===== config.mk =====
export PLATFORM = sky130hd
export DESIGN_NAME = index_weighted_recurrence_checksum_flat
export DESIGN_NICKNAME = d
export VERILOG_FILES = /design/src/hw/rtl/iwrc_pkg.sv /design/src/hw/rtl/iwrc_stream_if.sv /design/src/hw/rtl/index_weighted_recurrence_checksum.sv /design/src/flat_wrapper.sv
export VERILOG_INCLUDE_DIRS = /design/src /design/src/hw/rtl
export SDC_FILE = /design/constraint.sdc
export NUM_CORES = 1
export LEC_CHECK = 0
export ABC_AREA = 1
export BUFFER_PORTS_ARGS = -buffer_cell sky130_fd_sc_hd__buf_4
export CAP_MARGIN = 20
export CORE_AREA = 2 2 175 177
export CTS_CLUSTER_SIZE = 8
export DETAILED_ROUTE_END_ITERATION = 10
export DIE_AREA = 0 0 177 179
export PLACE_DENSITY_LB_ADDON = 0.2
export SKIP_LAST_GASP = 1
export SLEW_MARGIN = 15
export SYNTH_ARGS = -nofsm -noshare
export SYNTH_HDL_FRONTEND = slang
export SYNTH_SLANG_ARGS = --single-unit

===== constraint.sdc =====
create_clock -name i_clk -period 19.7 [get_ports i_clk]
set_input_delay 3.94 -clock i_clk [delete_from_list [all_inputs] [get_ports i_clk]]
set_output_delay 3.94 -clock i_clk [all_outputs]
set_load 0.02 [all_outputs]

===== src/hw/rtl/assert_macros.svh =====
// Assertion macros shared by the checksum RTL.
`ifndef ASSERT_MACROS_SVH
`define ASSERT_MACROS_SVH

// Same-cycle implication, sampled on i_clk and held off while i_rst_n is low.
`define IWRC_ASSERT_NOW(label, ante, cons, msg) \
    label: assert property (@(posedge i_clk) disable iff (!i_rst_n) \
        (ante) |-> (cons)) else $error(msg);

// Next-cycle implication, sampled on i_clk and held off while i_rst_n is low.
`define IWRC_ASSERT_NEXT(label, ante, cons, msg) \
    label: assert property (@(posedge i_clk) disable iff (!i_rst_n) \
        (ante) |=> (cons)) else $error(msg);

`endif


===== src/hw/rtl/iwrc_pkg.sv =====
// Types, constants and the modulo-65535 fold for the recurrence checksum.
package iwrc_pkg;

    typedef logic [7:0]  t_byte;
    typedef logic [15:0] t_word;
    typedef logic [24:0] t_prod;

    localparam t_byte C_ALPHA_MULT = 8'd17;
    localparam t_byte C_BETA_MULT  = 8'd31;
    localparam t_byte C_FIRST_ADD  = 8'd7;
    localparam t_word C_PREV_INIT  = 16'd1;
    localparam t_word C_CURR_INIT  = 16'd0;
    localparam t_word C_MODULUS    = 16'hFFFF;

    // Reduces a 25-bit value modulo 65535: 2^16 is congruent to 1, so the
    // upper bits fold onto the lower half, and one subtract finishes it.
    function automatic t_word mod_fold(input t_prod value);
        logic [16:0] sum;
        sum = {8'd0, value[24:16]} + {1'b0, value[15:0]};
        if (sum >= {1'b0, C_MODULUS}) begin
            sum = sum - {1'b0, C_MODULUS};
        end
        return sum[15:0];
    endfunction

endpackage


===== src/hw/rtl/iwrc_stream_if.sv =====
// Handshake channels for the message bytes and the checksum results.
interface iwrc_in_if;
    import iwrc_pkg::*;

    logic  valid;
    logic  ready;
    t_byte data_byte;
    logic  last_byte;

    modport source (output valid, output data_byte, output last_byte, input ready);
    modport sink   (input valid, input data_byte, input last_byte, output ready);
endinterface

interface iwrc_out_if;
    import iwrc_pkg::*;

    logic  valid;
    logic  ready;
    t_word checksum;

    modport source (output valid, output checksum, input ready);
    modport sink   (input valid, input checksum, output ready);
endinterface


===== src/hw/rtl/index_weighted_recurrence_checksum.sv =====
// Index-weighted recurrence checksum: a last byte is registered in the input stage and
// its checksum in the result register. Throughput is one byte per cycle, stalled while
// a last byte meets a full result register; two narrow multipliers feed the update.
// Reset (i_rst_n low at a clock edge) clears both stages and sets the recurrence state
// to previous 1, current 0, position 0, so the next byte starts a new message.
`include "assert_macros.svh"

module index_weighted_recurrence_checksum (
    input  logic       i_clk,
    input  logic       i_rst_n,
    iwrc_in_if.sink    i_in,
    iwrc_out_if.source o_out
);
    import iwrc_pkg::*;

    // Input stage registers.
    logic  r_in_valid;
    t_byte r_byte;
    logic  r_last;

    // Recurrence state.
    t_word r_prev, n_prev;
    t_word r_curr, n_curr;
    t_byte r_pos,  n_pos;
    logic  r_in_msg, n_in_msg;

    // Result register.
    logic  r_out_valid;
    t_word r_checksum;

    logic  w_s1_go;
    t_byte w_alpha;
    t_byte w_beta;
    logic  [8:0] w_term;
    t_prod w_prod_p;
    t_prod w_prod_q;
    logic  w_neg;
    t_prod w_diff;
    t_word w_mod;
    t_word w_rec;
    t_word w_new_curr;

    // The input stage moves on when empty, when it makes no result, or when
    // the result register is free or being drained this cycle.
    assign w_s1_go    = r_in_valid && (!r_last || !r_out_valid || o_out.ready);
    assign i_in.ready = !r_in_valid || w_s1_go;

    assign o_out.valid    = r_out_valid;
    assign o_out.checksum = r_checksum;

    // Recurrence step: two products, their difference with the 64-bit wrap
    // folded in, and the reduction modulo 65535.
    always_comb begin
        w_alpha  = t_byte'(r_pos * C_ALPHA_MULT);
        w_beta   = t_byte'(r_pos * C_BETA_MULT);
        w_term   = {1'b0, r_byte} + {1'b0, w_alpha};
        w_prod_p = t_prod'(w_term) * t_prod'(r_curr);
        w_prod_q = t_prod'(w_beta) * t_prod'(r_prev);
        w_neg    = w_prod_p < w_prod_q;
        w_diff   = w_neg ? (w_prod_q - w_prod_p) : (w_prod_p - w_prod_q);
        w_mod    = mod_fold(w_diff);
        // A negative difference wraps by 2^64, which is 1 modulo 65535,
        // so the result is (1 - m) mod 65535.
        if (!w_neg) begin
            w_rec = w_mod;
        end else if (w_mod == 16'd0) begin
            w_rec = 16'd1;
        end else if (w_mod == 16'd1) begin
            w_rec = 16'd0;
        end else begin
            w_rec = t_word'(17'h10000 - {1'b0, w_mod});
        end
    end

    // Next state: the first byte seeds the recurrence, later bytes step it,
    // and a last byte returns everything to the reset values.
    always_comb begin
        if (!r_in_msg) begin
            w_new_curr = {8'd0, r_byte} + {8'd0, C_FIRST_ADD};
            n_prev     = C_PREV_INIT;
            n_pos      = 8'd1;
        end else begin
            w_new_curr = w_rec;
            n_prev     = r_curr;
            n_pos      = r_pos + 8'd1;
        end
        n_curr   = w_new_curr;
        n_in_msg = 1'b1;
        if (r_last) begin
            n_prev   = C_PREV_INIT;
            n_curr   = C_CURR_INIT;
            n_pos    = 8'd0;
            n_in_msg = 1'b0;
        end
    end

    // Input stage.
    always_ff @(posedge i_clk) begin
        if (!i_rst_n) begin
            r_in_valid <= 1'b0;
        end else if (i_in.ready) begin
            r_in_valid <= i_in.valid;
        end
        if (i_in.ready && i_in.valid) begin
            r_byte <= i_in.data_byte;
            r_last <= i_in.last_byte;
        end
    end

    // Recurrence state update.
    always_ff @(posedge i_clk) begin
        if (!i_rst_n) begin
            r_prev   <= C_PREV_INIT;
            r_curr   <= C_CURR_INIT;
            r_pos    <= 8'd0;
            r_in_msg <= 1'b0;
        end else if (w_s1_go) begin
            r_prev   <= n_prev;
            r_curr   <= n_curr;
            r_pos    <= n_pos;
            r_in_msg <= n_in_msg;
        end
    end

    // Result register.
    always_ff @(posedge i_clk) begin
        if (!i_rst_n) begin
            r_out_valid <= 1'b0;
        end else if (w_s1_go && r_last) begin
            r_out_valid <= 1'b1;
        end else if (o_out.ready) begin
            r_out_valid <= 1'b0;
        end
        if (w_s1_go && r_last) begin
            r_checksum <= w_new_curr;
        end
    end

    // Checks.
    `IWRC_ASSERT_NOW(a_checksum_reduced, o_out.valid, o_out.checksum != C_MODULUS, "checksum not reduced")
    `IWRC_ASSERT_NOW(a_curr_reduced, r_in_msg, r_curr != C_MODULUS, "current value not reduced")
    `IWRC_ASSERT_NEXT(a_last_clears, w_s1_go && r_last, !r_in_msg && r_pos == 8'd0, "state not cleared")
    `IWRC_ASSERT_NEXT(a_last_emits, w_s1_go && r_last, r_out_valid, "last byte gave no result")

endmodule


===== src/flat_wrapper.sv =====
// flat-port wrapper written by rule: the top's interface ports become plain ports
module index_weighted_recurrence_checksum_flat import iwrc_pkg::*;
  (i_clk, i_rst_n, i_in_valid, i_in_data_byte, i_in_last_byte, i_in_ready, o_out_valid, o_out_checksum, o_out_ready);
  iwrc_in_if i_in_i ();
  iwrc_out_if o_out_i ();
  input  logic i_clk;
  input  logic i_rst_n;
  input wire logic [$bits(i_in_i.valid)-1:0] i_in_valid;
  input wire logic [$bits(i_in_i.data_byte)-1:0] i_in_data_byte;
  input wire logic [$bits(i_in_i.last_byte)-1:0] i_in_last_byte;
  output wire logic [$bits(i_in_i.ready)-1:0] i_in_ready;
  output wire logic [$bits(o_out_i.valid)-1:0] o_out_valid;
  output wire logic [$bits(o_out_i.checksum)-1:0] o_out_checksum;
  input wire logic [$bits(o_out_i.ready)-1:0] o_out_ready;
  assign i_in_i.valid = i_in_valid;
  assign i_in_i.data_byte = i_in_data_byte;
  assign i_in_i.last_byte = i_in_last_byte;
  assign i_in_ready = i_in_i.ready;
  assign o_out_valid = o_out_i.valid;
  assign o_out_checksum = o_out_i.checksum;
  assign o_out_i.ready = o_out_ready;
  index_weighted_recurrence_checksum u_core (.i_clk(i_clk), .i_rst_n(i_rst_n), .i_in(i_in_i), .o_out(o_out_i));
endmodule

# ---- After elaboration in Yosys (flattened, before gate mapping)
# Index checks and enable logic that the tools add are counted.
# W data, S select, Z words.
dict set report classes {
  n_lt_le_gt_ge 2
  n_mul 4
  n_eq_ne 1
  n_reduce_logical 11
  mux 14
  add_sub_neg 8
}
# cell n
set op_table {}
lappend op_table {{$mux W16} 8}
lappend op_table {{$lt A25 B24 Y1} 1}
lappend op_table {{$mul A9 B16 Y25} 1}
lappend op_table {{$mux W25} 1}
lappend op_table {{$sub A24 B25 Y25} 1}
lappend op_table {{$sub A25 B24 Y25} 1}
lappend op_table {{$mul A8 B16 Y24} 1}
lappend op_table {{$add A9 B16 Y17} 1}
lappend op_table {{$ge A17 B16 Y1 const B} 1}
lappend op_table {{$eq A16 B1 Y1 const B} 1}
lappend op_table {{$logic_not A16 Y1} 1}
lappend op_table {{$mul A8 B5 Y8 const B} 2}
lappend op_table {{$mux W8} 2}
lappend op_table {{$sub A1 B16 Y16 const A} 1}
lappend op_table {{$sub A16 B16 Y16 const B} 1}
lappend op_table {{$add A8 B3 Y9 const B} 1}
lappend op_table {{$add A8 B8 Y9} 1}
lappend op_table {{$add A8 B1 Y8 const B} 1}
lappend op_table {{$logic_and A1 B1 Y1} 3}
lappend op_table {{$logic_not A1 Y1} 3}
lappend op_table {{$logic_or A1 B1 Y1} 3}
lappend op_table {{$mux W1} 3}
lappend op_table {{$reduce_bool A2 Y1} 1}
dict set report word_totals {
  wordCells 49
  reg_bits 68
  output_inout_bits 18
  input_bits 13
}

# ---- Depth between registers and ports, before layout
dict set report depth {
  word_depth 14
  depth_mapped 90
  depth_no_buf 88
}

# ---- Worst setup path before layout
# No wires, ideal clock.
dict set report synth_timing {
  kind {flip-flop to flip-flop}
  start {reg u_core.r_pos[1]}
  end {reg u_core.r_checksum[10] (netlist: u_core.o_out.checksum[10]) (data pin)}
  arrival_ns 13.375
  slack_ns 6.068
  synth_period_minus_slack_ns 13.632
  path_buffers 5
  setup_ns 0.257
  path_stages_with_launch 82
  path_cell_list {dfxtp_1 inv_1 fa_1 inv_1 fa_1 inv_1 fa_1 inv_1 ha_1 inv_1 or2_2 nand2_1 a21oi_1 or2_2 nand2_1 clkbuf_1 nor2_1 fa_1 [... 46 more ...] nor3_1 nand3_1 nor2_1 nand2_2 a21oi_2 nand2_4 nand2_4 buf_6 nand2_1 nand2_1 ha_1 nand3_1 nor2_1 nand3_4 nand2_4 nor2_8 inv_1 nor2_1}
}
dict set report synth_between {
  elab_chain_cells 13
}
# element line_no
set synth_rtl {}
lappend synth_rtl {{start, declared} index_weighted_recurrence_checksum.sv:24} ;# t_byte r_pos, n_pos;
lappend synth_rtl {{start signal, assigned} index_weighted_recurrence_checksum.sv:120} ;# r_pos <= n_pos;
lappend synth_rtl {{$mul A8 B5 Y8} index_weighted_recurrence_checksum.sv:54} ;# w_alpha = t_byte'(r_pos * C_ALPHA_MULT);
lappend synth_rtl {{$add A8 B8 Y9} index_weighted_recurrence_checksum.sv:56} ;# w_term = {1'b0, r_byte} + {1'b0, w_alpha};
lappend synth_rtl {{$mul A9 B16 Y25} index_weighted_recurrence_checksum.sv:57} ;# w_prod_p = t_prod'(w_term) * t_prod'(r_curr);
lappend synth_rtl {{$sub A25 B24 Y25, or another cell as far along} index_weighted_recurrence_checksum.sv:60} ;# w_diff = w_neg ? (w_prod_q - w_prod_p) : (w_prod_p - w_prod_q);
lappend synth_rtl {{$mux W25} index_weighted_recurrence_checksum.sv:60}
lappend synth_rtl {{$add A9 B16 Y17} iwrc_pkg.sv:19} ;# sum = {8'd0, value[24:16]} + {1'b0, value[15:0]};
lappend synth_rtl {{$sub A16 B16 Y16 / $ge A17 B16 Y1 (equally long branches)} {iwrc_pkg.sv:21, iwrc_pkg.sv:20}}
lappend synth_rtl {{$mux W16} iwrc_pkg.sv:20} ;# if (sum >= {1'b0, C_MODULUS}) begin
lappend synth_rtl {{$sub A1 B16 Y16 / $eq A16 B1 Y1 (equally long branches)} {index_weighted_recurrence_checksum.sv:71, index_weighted_recurrence_checksum.sv:68}}
lappend synth_rtl {{$mux W16} index_weighted_recurrence_checksum.sv:68} ;# end else if (w_mod == 16'd1) begin
lappend synth_rtl {{$mux W16} index_weighted_recurrence_checksum.sv:66} ;# end else if (w_mod == 16'd0) begin
lappend synth_rtl {{$mux W16 (*)} index_weighted_recurrence_checksum.sv:64} ;# if (!w_neg) begin
lappend synth_rtl {{$mux W16 (*)} index_weighted_recurrence_checksum.sv:78} ;# if (!r_in_msg) begin
lappend synth_rtl {{named net u_core.w_new_curr[10]} index_weighted_recurrence_checksum.sv:41} ;# t_word w_new_curr;
lappend synth_rtl {{end signal, assigned} index_weighted_recurrence_checksum.sv:135} ;# r_checksum <= w_new_curr;
lappend synth_rtl {{end, declared} index_weighted_recurrence_checksum.sv:29} ;# t_word r_checksum;
# Mark *: on every way through the listed nets, which the timed path passes. The rest lies on a longest branch.
# A chain may end at the register's enable or synchronous reset.

# ---- Final worst setup path
dict set report layout_timing {
  start {reg u_core.r_pos[0]}
  end {reg u_core.r_checksum[10] (netlist: u_core.o_out.checksum[10]) (data pin)}
}
# Same word-level chain as after synthesis.

==> metrics.md <==
| Metric | Value |
|---|---|
| Final Net Count | around 2600 |
| Die X-Extent | between 150 and 200 µm |
| Synth top area share | 0.246 |
| Outcome | finished, final reports clean |
| Initial Utilization | 0.537 |
| Worst Skew | between 7 and 8 ps |
| Clock latency on the worst-skew pair | between 300 and 400 ps |
| DP Area | 0.0166 mm² |
| Placer Congestion | a little under 1 |
| Wirelength per Cell | 16.3 µm |
| Syn Nets | 2620 |
| H-tree levels | 3 |
| Post-synthesis compound-gate area fraction | 0.0974 |
| Setup slack, reg-to-reg | between 4000 and 5000 ps |
| Crit start category | flip-flop |
| Fin Setup TNS | 0 ps |
| Drt drc | 0 |
| Crit path time final | about 16000 ps |
| Adder-Cell Fraction of Synth Area | 0.381 |
| Largest net degree at the start of global routing | 39 |
| Post-cts resize count | 0 |
| Max-cap violations | 0 |
| Total track usage | 0.284 |
| Via density | 5.33 |
| Critical path class | flip-flop to flip-flop |
| Post-CTS Hold Fix Bufs | 0 |
| Final instance area | 0.0170 mm² |
| Setup crit end kind | flip-flop |
| Largest cells by area after synthesis | fa_1 (25%), ha_1 (14%), inv_1 (12%), nand2_1 (10%), dfxtp_1 (5.3%) |
| HPWL after DPL | 36100 µm |
| WP data arrival | 15790 ps |
| Worst-path fanout max | 38 |
| Synth unique cells | between 50 and 60 |
| Post-CTS setup buffers | 0 |
| Cell taking the most area after synthesis | fa_1 |
| Final setup vio count | 0 |
| Maximum operating frequency | 63.7 MHz |
| Mapped Cells | 2235 |
| Worst R2R Path Depth | 80 |
| CTS clock-pin slew for the worst setup and hold paths | 60 ps |
| Vias in the first global route | between 10000 and 15000 |
| Total grt overflow | 0 |
| CTS root buffer | clkbuf_16 |
| Register area share after synthesis | 0.100 |
| Unrepaired setup endpoints after global routing | no |
| Combinational family with the most area after synthesis | adder cells |
| Fill count | roughly 2900 |
| Mux cell area share after synthesis | 0.000621 |
| Clk buf depth | 2 |
| Final Hold Vio Count | 0 |
| Die ar. | 0.0317 mm² |
| FP Rows | 64 |
| DRT antenna net count | 0 |
| Top Ports | 31 |
| Capture point of the worst path | u_core.o_out.checksum[10] |
| Clock Sink Count | 68 |
| Synth-to-layout area growth | 5.44% |
| Rel. slew slack | 0.459 |
| Seq cells post-synth | 68 |
| Top_reg_cell synth | dfxtp_1 |
| Synth Area in Simple Gates | 0.231 |
| Synth Area in XOR/XNOR | 0.0543 |
| TritonCTS Buffers | 9 |
| CTS tree | yes |
| Mapped cell area | 0.0161 mm² |
| Number of flops mapped to enable cells by yosys | 25 |
| ANT cells | 0 |
| CP most frequent cell | inv_1 |
| Vert. Die Dim | 179 µm |
| Antenna violations before repair | 0 |
| Reg2reg end | u_core.o_out.checksum[10] |
| Mapped Avg Cell Area | 7.21 µm² |
| Vias | between 10000 and 15000 |
| Layout cell share with drive strength beyond 1 | 0.0665 |
| Setup crit start | u_core.r_pos[0] |
| Slowest stage delay, CP | 770 ps |
| First-pass GRT wire length | roughly 70000 µm |
| Core area | between 0.03 and 0.04 mm² |
| WL final | ~43000 µm |
| Critical-path top delay cell | dfxtp_1 |
| Pre-antenna DRT Iters | 6 |
| Synth warn | 0 |
| Fraction of registers with async set/reset | 0 |
| Initial drt markers | 1174 |
| Worst Hold Class | flip-flop to flip-flop |
| Data required, critical path | 19790 ps |
| Worst-Margin Slew | 806 ps |
| Worst r2r src | u_core.r_pos[0] |
| Final Max Tran Viols | 0 |
| Fin crit share | 0.797 |
| IO buf count | 30 |
[layout by cell type, fill, tap and decap left out, types with 18 or more instances in the layout]
cell,n
a21oi_1,136
xor2_1,72
nor2_1,204
o21ai_0,58
inv_1,503
buf_4,36
dfxtp_1,43
nand2_2,31
xnor2_1,28
fa_1,198
nand2_1,444
ha_1,174
o21bai_1,18
edfxtp_1,25
nand3_1,77
[through the flow]
stage / worst slack (ps) / instances / utilization / hold slack, ps
3_5_place_dp: 4090 / 2604 / 0.553 / 541
2_1_floorplan: 6070 / 2235 / - / 484
5_1_grt: 2280 / 2620 / 0.566 / 571
3_3_place_gp: 4600 / 2604 / 0.553 / 533
6_report: 4000 / 2620 / 0.566 / 552
4_1_cts: 4060 / 2620 / 0.566 / 550
[cell type report]
class,count,area [µm²],area share
sequential,68,1610,0.0948
clock inverter,7,163,0.00957
tap,396,495,0.0291
multi-input combinational,1594,12300,0.725
clock buffer,9,225,0.0132
inverter,510,1920,0.113
timing repair buffer,36,270,0.0159
[critical path, delay by kind of cell, from the launching register on]
kind                     cells  cell delay (ps)
AND/OR/NAND/NOR             32             4760
AO/OA/AOI/OAI               18             2530
flip-flops                   1              770
buffers and inverters       14             1200
adder cells (fa/ha/maj)     13             5480
XOR/XNOR                     3              590
[how the worst min path moves through the flow]
stage | slack (ps) | cells after the start | endpoint | startpoint
floorplan | 480 | 2 | u_core.r_prev[10] | u_core.r_prev[10]
global placement | 530 | 2 | u_core.r_in_valid | u_core.r_in_valid
detailed placement | 540 | 2 | u_core.r_prev[5] | u_core.r_prev[5]
CTS | 550 | 2 | u_core.r_prev[5] | u_core.r_prev[5]
global route | 570 | 2 | u_core.r_prev[5] | u_core.r_prev[5]
finish | 550 | 2 | u_core.r_pos[7] | u_core.r_pos[7]
[routing by layer]
layer	GRT usage	wire length, µm	vias to the layer above
li1	-	-	6779
met1	0.372	18200	6645
met2	0.477	20300	454
met3	0.0430	2700	88
met4	0.0985	1540	0
met5	0	0	-
[Yosys cell counts (9+ instances only)]
cell	instances
nor3_1	16
nor2_4	9
a21oi_1	136
fa_1	198
nand2_1	444
nand4_1	9
nand3_1	77
xor2_1	72
nor2_1	205
xnor2_1	28
o21ai_0	58
nand2_2	31
nand2_4	9
ha_1	174
clkbuf_1	51
o21bai_1	18
inv_1	503
o21ai_1	9
edfxtp_1	25
or2_2	13
dfxtp_1	43
[registers in the layout, indices dropped and copies added (netlist names)]
register and flops:
u_core.r_last 1, u_core.r_in_valid 1, u_core.r_curr 16, u_core.r_prev 16
u_core.o_out.checksum 16, u_core.o_out.valid 1, u_core.r_in_msg 1, u_core.r_pos 8
u_core.r_byte 8
[kinds of logic (layout without fill, tap and decap cells)]
| family | after synthesis | in the layout |
|---|---|---|
| adders and majority gates | 372 | 372 |
| and+or+nand+nor | 847 | 847 |
| xor gates and xnor gates | 100 | 100 |
| muxes | 1 | 1 |
| buffers and inverters | 573 | 562 |
| DFF | 68 | 68 |
| AOI/OAI and AO/OA | 274 | 274 |
Power is not shown: default switching activity piles up to over one toggle a cycle in this logic, so the estimate is an artifact.
